## src/rtl/apd_pkg.sv

```systemverilog
`default_nettype none
package apd_pkg;

	typedef struct packed {
		logic [31:0] inst_power;
		logic [31:0] smooth_power;
	} in_t;

	typedef struct packed {
		logic        detected;
		logic        pulse_done;
		logic        pulse_forced;
		logic [47:0] pulse_first;
		logic [47:0] pulse_last;
		logic [31:0] pulse_peak;
		logic [31:0] floor_level;
	} out_t;

	localparam int CFG_IDX_BITS = 3;
	localparam int CFG_DATA_BITS = 32;

	localparam logic [CFG_IDX_BITS-1:0] CFG_TRIGGER_GAIN = 3'd0;
	localparam logic [CFG_IDX_BITS-1:0] CFG_RELEASE_GAIN = 3'd1;
	localparam logic [CFG_IDX_BITS-1:0] CFG_FLOOR_ALPHA  = 3'd2;
	localparam logic [CFG_IDX_BITS-1:0] CFG_HOLD_COUNT   = 3'd3;
	localparam logic [CFG_IDX_BITS-1:0] CFG_MAX_COUNT    = 3'd4;

	localparam logic [15:0] TRIGGER_GAIN_RST = 16'd2560;
	localparam logic [15:0] RELEASE_GAIN_RST = 16'd1792;
	localparam logic [31:0] FLOOR_ALPHA_RST  = 32'd8948;
	localparam logic [23:0] HOLD_COUNT_RST   = 24'd4800;
	localparam logic [23:0] MAX_COUNT_RST    = 24'd48000;

	localparam logic [23:0] HOLD_MIN = 24'd2;
	localparam logic [23:0] MAX_MIN  = 24'd1;

endpackage
`default_nettype wire

```

## src/rtl/apd_mul.sv

```systemverilog
`default_nettype none
module apd_mul (
	input  wire logic        clk,
	input  wire logic [31:0] a,
	input  wire logic [31:0] b,
	output logic      [63:0] p_q
);

	always_ff @(posedge clk) begin
		p_q <= 64'(a) * 64'(b);
	end

endmodule
`default_nettype wire

```

## src/rtl/adaptive_pulse_detector.sv

```systemverilog
`default_nettype none
// adaptive pulse detector
// input channel (in_valid / in_ready / in_data) carries one beat per sample:
// instantaneous and lowpassed power, both unsigned Q2.30. the output channel
// (out_valid / out_ready / out_data) returns exactly one beat per sample:
// detection flag, pulse-end record and the current noise floor.
// configuration is a plain write port (cfg_we, cfg_index, cfg_data); write it
// only while no sample is in flight.
// one 32x32 registered multiplier is shared under a small sequencer: a sample
// with a valid floor runs a floor update (three products, subtract, saturating
// add) and then a level test (two products and a compare) before the result
// register; the very first sample seeds the floor instead of updating it, and a
// sample in a running pulse skips the floor update. in_ready is high only while
// the sequencer is idle, so a new sample is taken only once the last is through.
// the result sits in an output register, so the next sample is accepted while
// a result waits; if the receiver stalls, the sequencer holds in its final
// step until the output register frees, and back pressure reaches in_ready.
// reset clears the mode, the floor, the indexes and the output valid, and
// loads the configuration registers with their defaults.
module adaptive_pulse_detector #(
	parameter int INDEX_BITS = 48
) (
	input  wire logic                                clk,
	input  wire logic                                arst_n,
	input  wire logic                                in_valid,
	output logic                                     in_ready,
	input  wire apd_pkg::in_t                        in_data,
	output logic                                     out_valid,
	input  wire logic                                out_ready,
	output apd_pkg::out_t                            out_data,
	input  wire logic                                cfg_we,
	input  wire logic [apd_pkg::CFG_IDX_BITS-1:0]    cfg_index,
	input  wire logic [apd_pkg::CFG_DATA_BITS-1:0]   cfg_data
);

	typedef enum logic [3:0] {
		S_IDLE, S_MHI, S_MLO, S_MP, S_BASE, S_SUM, S_LLO, S_LHI, S_CMP
	} state_t;

	typedef enum logic [1:0] {
		M_IDLE   = 2'd0,
		M_ACTIVE = 2'd1,
		M_REARM  = 2'd2
	} mode_t;

	localparam logic [23:0] HOLD_MIN_C = apd_pkg::HOLD_MIN;
	localparam logic [23:0] MAX_MIN_C = apd_pkg::MAX_MIN;

	state_t state_q;
	mode_t  mode_q;

	logic [15:0] trigger_gain_q;
	logic [15:0] release_gain_q;
	logic [31:0] floor_alpha_q;
	logic [23:0] hold_count_q;
	logic [23:0] max_count_q;

	apd_pkg::in_t in_q;
	apd_pkg::out_t out_q;
	logic out_valid_q;

	logic [63:0] acc_q;
	logic        fv_q;
	logic [63:0] t_q;
	logic [63:0] base_q;
	logic [47:0] lo_q;
	logic        dmax_q;
	logic        hold_x_q;
	logic [INDEX_BITS-1:0] idx_q;
	logic [INDEX_BITS-1:0] start_q;
	logic [INDEX_BITS-1:0] above_q;
	logic [31:0] peak_q;

	logic [31:0] mul_a;
	logic [31:0] mul_b;
	logic [63:0] p_q;
	logic [15:0] gain;
	logic [56:0] lvl;
	logic [56:0] pwr;
	logic        is_above;
	logic        is_below;
	logic [64:0] sum;
	logic [23:0] hold_eff;
	logic [23:0] max_eff;
	logic [INDEX_BITS-1:0] dist_start;
	logic [INDEX_BITS-1:0] dist_above;
	logic [INDEX_BITS-1:0] above_new;
	logic [31:0] peak_new;
	logic        out_free;
	apd_pkg::out_t rec;

	apd_mul u_mul (
		.clk (clk),
		.a   (mul_a),
		.b   (mul_b),
		.p_q (p_q)
	);

	always_comb begin
		unique case (mode_q) inside
			M_ACTIVE, M_REARM: gain = release_gain_q;
			default:           gain = trigger_gain_q;
		endcase
	end

	always_comb begin
		case (state_q) inside
			S_MHI: begin
				mul_a = floor_alpha_q;
				mul_b = acc_q[63:32];
			end
			S_MLO: begin
				mul_a = floor_alpha_q;
				mul_b = acc_q[31:0];
			end
			S_MP, S_BASE: begin
				mul_a = floor_alpha_q;
				mul_b = in_q.smooth_power;
			end
			S_LLO: begin
				mul_a = {16'd0, gain};
				mul_b = acc_q[55:24];
			end
			S_LHI, S_CMP: begin
				mul_a = {16'd0, gain};
				mul_b = {24'd0, acc_q[63:56]};
			end
			default: begin
				mul_a = '0;
				mul_b = '0;
			end
		endcase
	end

	always_comb begin
		lvl = 57'(lo_q) + {p_q[24:0], 32'd0};
		pwr = 57'({in_q.smooth_power, 16'd0});
		is_above = pwr > lvl;
		is_below = pwr < lvl;
		sum = 65'(base_q) + 65'(p_q);
		hold_eff = (hold_count_q < HOLD_MIN_C) ? HOLD_MIN_C : hold_count_q;
		max_eff = (max_count_q < MAX_MIN_C) ? MAX_MIN_C : max_count_q;
		dist_start = idx_q - start_q;
		dist_above = idx_q - above_q;
		above_new = is_above ? idx_q : above_q;
		peak_new = (in_q.inst_power > peak_q) ? in_q.inst_power : peak_q;
		out_free = !out_valid_q || out_ready;
	end

	always_comb begin
		rec = '0;
		rec.floor_level = acc_q[63:32];
		unique case (mode_q)
			M_ACTIVE: begin
				if (dmax_q || (hold_x_q && !is_above)) begin
					rec.pulse_done = 1'b1;
					rec.pulse_forced = dmax_q;
					rec.pulse_first = 48'(start_q);
					rec.pulse_last = 48'(above_new);
					rec.pulse_peak = peak_new;
				end else begin
					rec.detected = 1'b1;
				end
			end
			M_REARM: begin
				rec.detected = 1'b0;
			end
			default: begin
				rec.detected = is_above;
			end
		endcase
	end

	assign in_ready = (state_q == S_IDLE);
	assign out_valid = out_valid_q;
	assign out_data = out_q;

	always_ff @(posedge clk or negedge arst_n) begin
		if (!arst_n) begin
			state_q <= S_IDLE;
			mode_q <= M_IDLE;
			trigger_gain_q <= apd_pkg::TRIGGER_GAIN_RST;
			release_gain_q <= apd_pkg::RELEASE_GAIN_RST;
			floor_alpha_q <= apd_pkg::FLOOR_ALPHA_RST;
			hold_count_q <= apd_pkg::HOLD_COUNT_RST;
			max_count_q <= apd_pkg::MAX_COUNT_RST;
			out_valid_q <= 1'b0;
			acc_q <= '0;
			fv_q <= 1'b0;
			idx_q <= '0;
			start_q <= '0;
			above_q <= '0;
			peak_q <= '0;
		end else begin
			if (cfg_we) begin
				unique case (cfg_index)
					apd_pkg::CFG_TRIGGER_GAIN: trigger_gain_q <= cfg_data[15:0];
					apd_pkg::CFG_RELEASE_GAIN: release_gain_q <= cfg_data[15:0];
					apd_pkg::CFG_FLOOR_ALPHA:  floor_alpha_q <= cfg_data[31:0];
					apd_pkg::CFG_HOLD_COUNT:   hold_count_q <= cfg_data[23:0];
					apd_pkg::CFG_MAX_COUNT:    max_count_q <= cfg_data[23:0];
					default: ;
				endcase
			end
			if (out_valid_q && out_ready && (state_q != S_CMP)) begin
				out_valid_q <= 1'b0;
			end
			unique case (state_q)
				S_IDLE: begin
					if (in_valid) begin
						in_q <= in_data;
						state_q <= (mode_q == M_ACTIVE) ? S_LLO : S_MHI;
					end
				end
				S_MHI: begin
					if (!fv_q) begin
						// first sample seeds the floor
						acc_q <= {in_q.smooth_power, 32'd0};
						fv_q <= 1'b1;
						state_q <= S_LLO;
					end else begin
						state_q <= S_MLO;
					end
				end
				S_MLO: begin
					t_q <= p_q;
					state_q <= S_MP;
				end
				S_MP: begin
					t_q <= t_q + {32'd0, p_q[63:32]};
					state_q <= S_BASE;
				end
				S_BASE: begin
					base_q <= acc_q - t_q;
					state_q <= S_SUM;
				end
				S_SUM: begin
					acc_q <= sum[64] ? '1 : sum[63:0];
					state_q <= S_LLO;
				end
				S_LLO: begin
					dmax_q <= dist_start >= INDEX_BITS'(max_eff);
					state_q <= S_LHI;
				end
				S_LHI: begin
					lo_q <= p_q[47:0];
					hold_x_q <= dist_above > INDEX_BITS'(hold_eff);
					state_q <= S_CMP;
				end
				S_CMP: begin
					if (out_free) begin
						out_valid_q <= 1'b1;
						out_q <= rec;
						unique case (mode_q)
							M_REARM: begin
								if (is_below) begin
									mode_q <= M_IDLE;
								end
							end
							M_ACTIVE: begin
								peak_q <= peak_new;
								above_q <= above_new;
								if (rec.pulse_done) begin
									mode_q <= dmax_q ? M_REARM : M_IDLE;
								end
							end
							default: begin
								if (is_above) begin
									mode_q <= M_ACTIVE;
									start_q <= idx_q;
									above_q <= idx_q;
									peak_q <= in_q.inst_power;
								end
							end
						endcase
						idx_q <= idx_q + INDEX_BITS'(1);
						state_q <= S_IDLE;
					end
				end
				default: state_q <= S_IDLE;
			endcase
		end
	end

endmodule
`default_nettype wire

```

## config.mk

```make
export PLATFORM = sky130hd
export DESIGN_NAME = adaptive_pulse_detector
export DESIGN_NICKNAME = d
export VERILOG_FILES = /design/src/rtl/apd_pkg.sv /design/src/rtl/apd_mul.sv /design/src/rtl/adaptive_pulse_detector.sv
export SDC_FILE = /design/constraint.sdc
export NUM_CORES = 2
export LEC_CHECK = 0
export BUFFER_PORTS_ARGS = -buffer_cell sky130_fd_sc_hd__buf_2
export CAP_MARGIN = 10
export CORE_MARGIN = 2
export CORE_UTILIZATION = 45
export DETAILED_ROUTE_END_ITERATION = 6
export PLACE_DENSITY = 0.71
export SETUP_SLACK_MARGIN = 0.3
export SYNTH_ARGS = -nofsm -noshare
export SYNTH_HDL_FRONTEND = slang
export SYNTH_SLANG_ARGS = --single-unit
```

## constraint.sdc

```tcl
create_clock -name clk -period 12.15 [get_ports clk]
set_clock_uncertainty 0.1 [all_clocks]
set_input_delay 1.215 -clock clk [delete_from_list [all_inputs] [get_ports clk]]
set_output_delay 1.215 -clock clk [all_outputs]
set_load 0.005 [all_outputs]
```

==> flow_summary.toml <==
[timing]
setup-violations-final = 0
max_slew_margin_pct = 14.1
slew_limit_fails = 0
max_freq_mhz = 87.3
layout_min_cycle_time_ps = 11450
fraction_of_the_cycle_the_final_worst_path_needs_pct = 94.3
worst-slew-pin-transition_ps = 1290
hold_viol = 0
grt_setup_unrepaired = "false"
setup_tns_ps = 0

[final_layout]
drive_gt1_share_pct = 9.59
finalInstanceArea_um2 = 90400
finish.cell_count_without_fillers = 11553
finalCoreUtilization_pct = 49.5
areaGrowthSynthToFinish_pct = 9.43
fillers = 17005
nNetsFinal = 10727
multi_input_logic_area_um2 = 54300
seqCellArea_um2 = 22500

[routing]
vias_per_cell = 5.94
finalWirelength_um = 307000
drt.antenna.violating_nets = 0
routed_wire_length_per_instance_um = 26.6
number_of_drc_markers_after_the_initial_detailed_route_iteration = 7297
drc = 3
drt_first_pass_iters = 7
vias = 68633

[hold_path]
timing.hold.worst.class = "input port to asynchronous set/reset pin"

[clock_tree]
cts.path.max_buffers = 3
cts_made_buffers = 94
cts-root-buf = "sky130_fd_sc_hd__clkbuf_16"
max_h_tree_level = 3
clock_slew_seen_by_the_registers_of_the_worst_setup_and_hold_paths_ps = 60
hold_fix_buffers_at_cts = 0
numClockSinks = 829
cts_tree = "built"
insertion_delay_ps = 780

[yosys]
synthTopCellsByArea = "sky130_fd_sc_hd__fa_1 22%, sky130_fd_sc_hd__edfxtp_1 15%, sky130_fd_sc_hd__dfrtp_1 10%"
synth_edf_count = 405
ys_seq_area_share_pct = 27.2
yosysWarningCount = 0
post_synthesis_cell_type_count = 104
synth_area_per_cell_um2 = 9.23
synth_nets = 10607
async_flop_share_pct = 43.4
area_fraction_of_the_dominant_cell_type_after_synthesis_pct = 21.9
dominantRegCellSynth = "sky130_fd_sc_hd__edfxtp_1"
syn_area_um2 = 82600
synth_top_area_cell = "sky130_fd_sc_hd__fa_1"
yosys_register_bits = 829
syn_inst = 8954

[place]
dp.final_hpwl_um = 245000
placed_area_um2 = 87000
place_congestion = 1.03
placement.io_buffers = 268
placed_cells = 11357

[die]
core_region_area_um2 = 183000
num_rows = 157
die-area_um2 = 187000
overall_die_height_um = 433
die_w_um = 433
start_util_pct = 45.2
total_i_o_pin_count = 269

[worst_setup_path]
worst_r2r_path_depth = 33
cp_num_buf_inv = 7
path_common_cell = "sky130_fd_sc_hd__fa_1"
critical_path.max_fanout = 26
cp_data_required_time_ps = 12710
worst_path_dominant_cell_family = "adder cells"
crit_path_end_kind = "register"
critical_path_arrival_ps = 12010
critical-path-max-stage-delay_ps = 700
crit_slowest_cell = "sky130_fd_sc_hd__dfrtp_2"
crit_path_start_kind = "register"
criticalPathCategory = "register to register"
critical_path_cell_count = 33

[run_status]
violations = "DRC"
outcome = "complete, but fails checks"

[global_route]
grt_start_max_net_pins = 142
global_route_wire_length_before_repair_um = 452000
grt_pass1_vias = 69191
antenna_found_initial = 21
gr-total-overflow = 0
global_route.usage.total_pct = 32.7

[run]
max_cap_violations = 0
==> registers in the layout, indices dropped and copies added, names as in the netlist, 24 cells and up <==
signal and cells:
base_q 64, peak_q 32, floor_alpha_q 32, max_count_q 24, hold_count_q 24, acc_q 64, u_mul.p_q 64, in_q 64
out_data 163, above_q 48, lo_q 48, idx_q 48, t_q 64, start_q 48
==> worst paths after layout <==
| path | from | endpoint | slack (ps) |
|---|---|---|---|
| max | state_q[1] | u_mul.p_q[61] | 700 |
| min | arst_n | above_q[14] | 230 |
| max reg2reg | state_q[1] | u_mul.p_q[61] | 700 |
| min reg2reg | hold_count_q[0] | hold_count_q[0] | 410 |
| max in group asynchronous | arst_n | start_q[36] | 8960 |
| min in group clk | hold_count_q[0] | hold_count_q[0] | 410 |
==> kinds of logic (layout without fill, tap and decap cells) <==
family | after synthesis | after routing | synth area share (%)
xor gates and xnor gates | 340 | 340 | 3.60
and+or+nand+nor | 2698 | 2698 | 14.3
muxes | 248 | 248 | 3.20
buffers and inverters | 1657 | 1858 | 7.61
DFF | 829 | 829 | 27.2
other | 0 | 12 | 0
AOI/OAI and AO/OA | 1633 | 1634 | 12.5
adders and majority gates | 1549 | 1549 | 31.7
==> cells in the mapped netlist, drive strengths merged (17+ instances only) <==
library cell	n
a21oi	450
o21a	71
dfstp	23
nand2b	67
nand4	110
dfrtp	337
a21o	225
and3	69
mux2	130
nor2	927
mux2i	118
fa	902
or4	18
dfxtp	64
inv	1239
edfxtp	405
nand2	1084
a31o	28
nor4	30
a211oi	35
xor2	115
o22ai	37
clkbuf	357
o21bai	50
ha	647
o31ai	25
nor3	72
a31oi	96
or3	17
o211ai	26
and4	17
o21ai	419
and2	62
nand3	128
buf	61
xnor2	225
nor2b	44
==> metal layers <==
metal	share of wire (%)	vias up	global-route usage [%]
met5	0.13	-	0.598
met4	6.8	10	18.7
met3	9.8	835	6.90
met2	43	3508	49.3
met1	40	34318	43.6
li1	-	29962	-
==> what timing repair did <==
item,CTS,global route
resized for setup,0,6
endpoints found under the setup margin,0,3
setup buffers,0,5
==> per-stage QoR <==
| step | worst slack [ps] | hold WS (ps) |
|---|---|---|
| global placement | 839 | 387 |
| global route | 292 | 232 |
| CTS | 551 | 193 |
| floorplan | 2490 | 326 |
| detailed placement | 632 | 392 |
| finish | 699 | 232 |
==> layout by cell type, fill, tap and decap left out, drive strengths merged, types with 37 or more instances in the layout <==
cell and count:
edfxtp 405, fa 902, nand2 1084, a21o 225, buf 441, nand2b 67, dfxtp 64, inv 1249
nor2b 44, nor2 927, a31oi 96, mux2 130, o22ai 37, and3 69, xor2 115, o21a 71
o21bai 50, nor3 72, xnor2 225, nand4 110, dfrtp 337, ha 647, o21ai 419, mux2i 118
a21oi 451, and2 62, nand3 128, clkbuf 122
==> layout make-up <==
cell class	count	share of cell area, %
antenna	12	0.0332
clock buffer	122	2.93
clock inverter	56	0.686
inverter	1239	5.14
multi-input combinational	6469	60.1
sequential	829	24.9
tap	2385	3.30
timing repair buffer	441	2.99
Power is left out: the tool's default activity adds up to more than one toggle a clock period on the data nets, which glitch-free logic cannot reach.
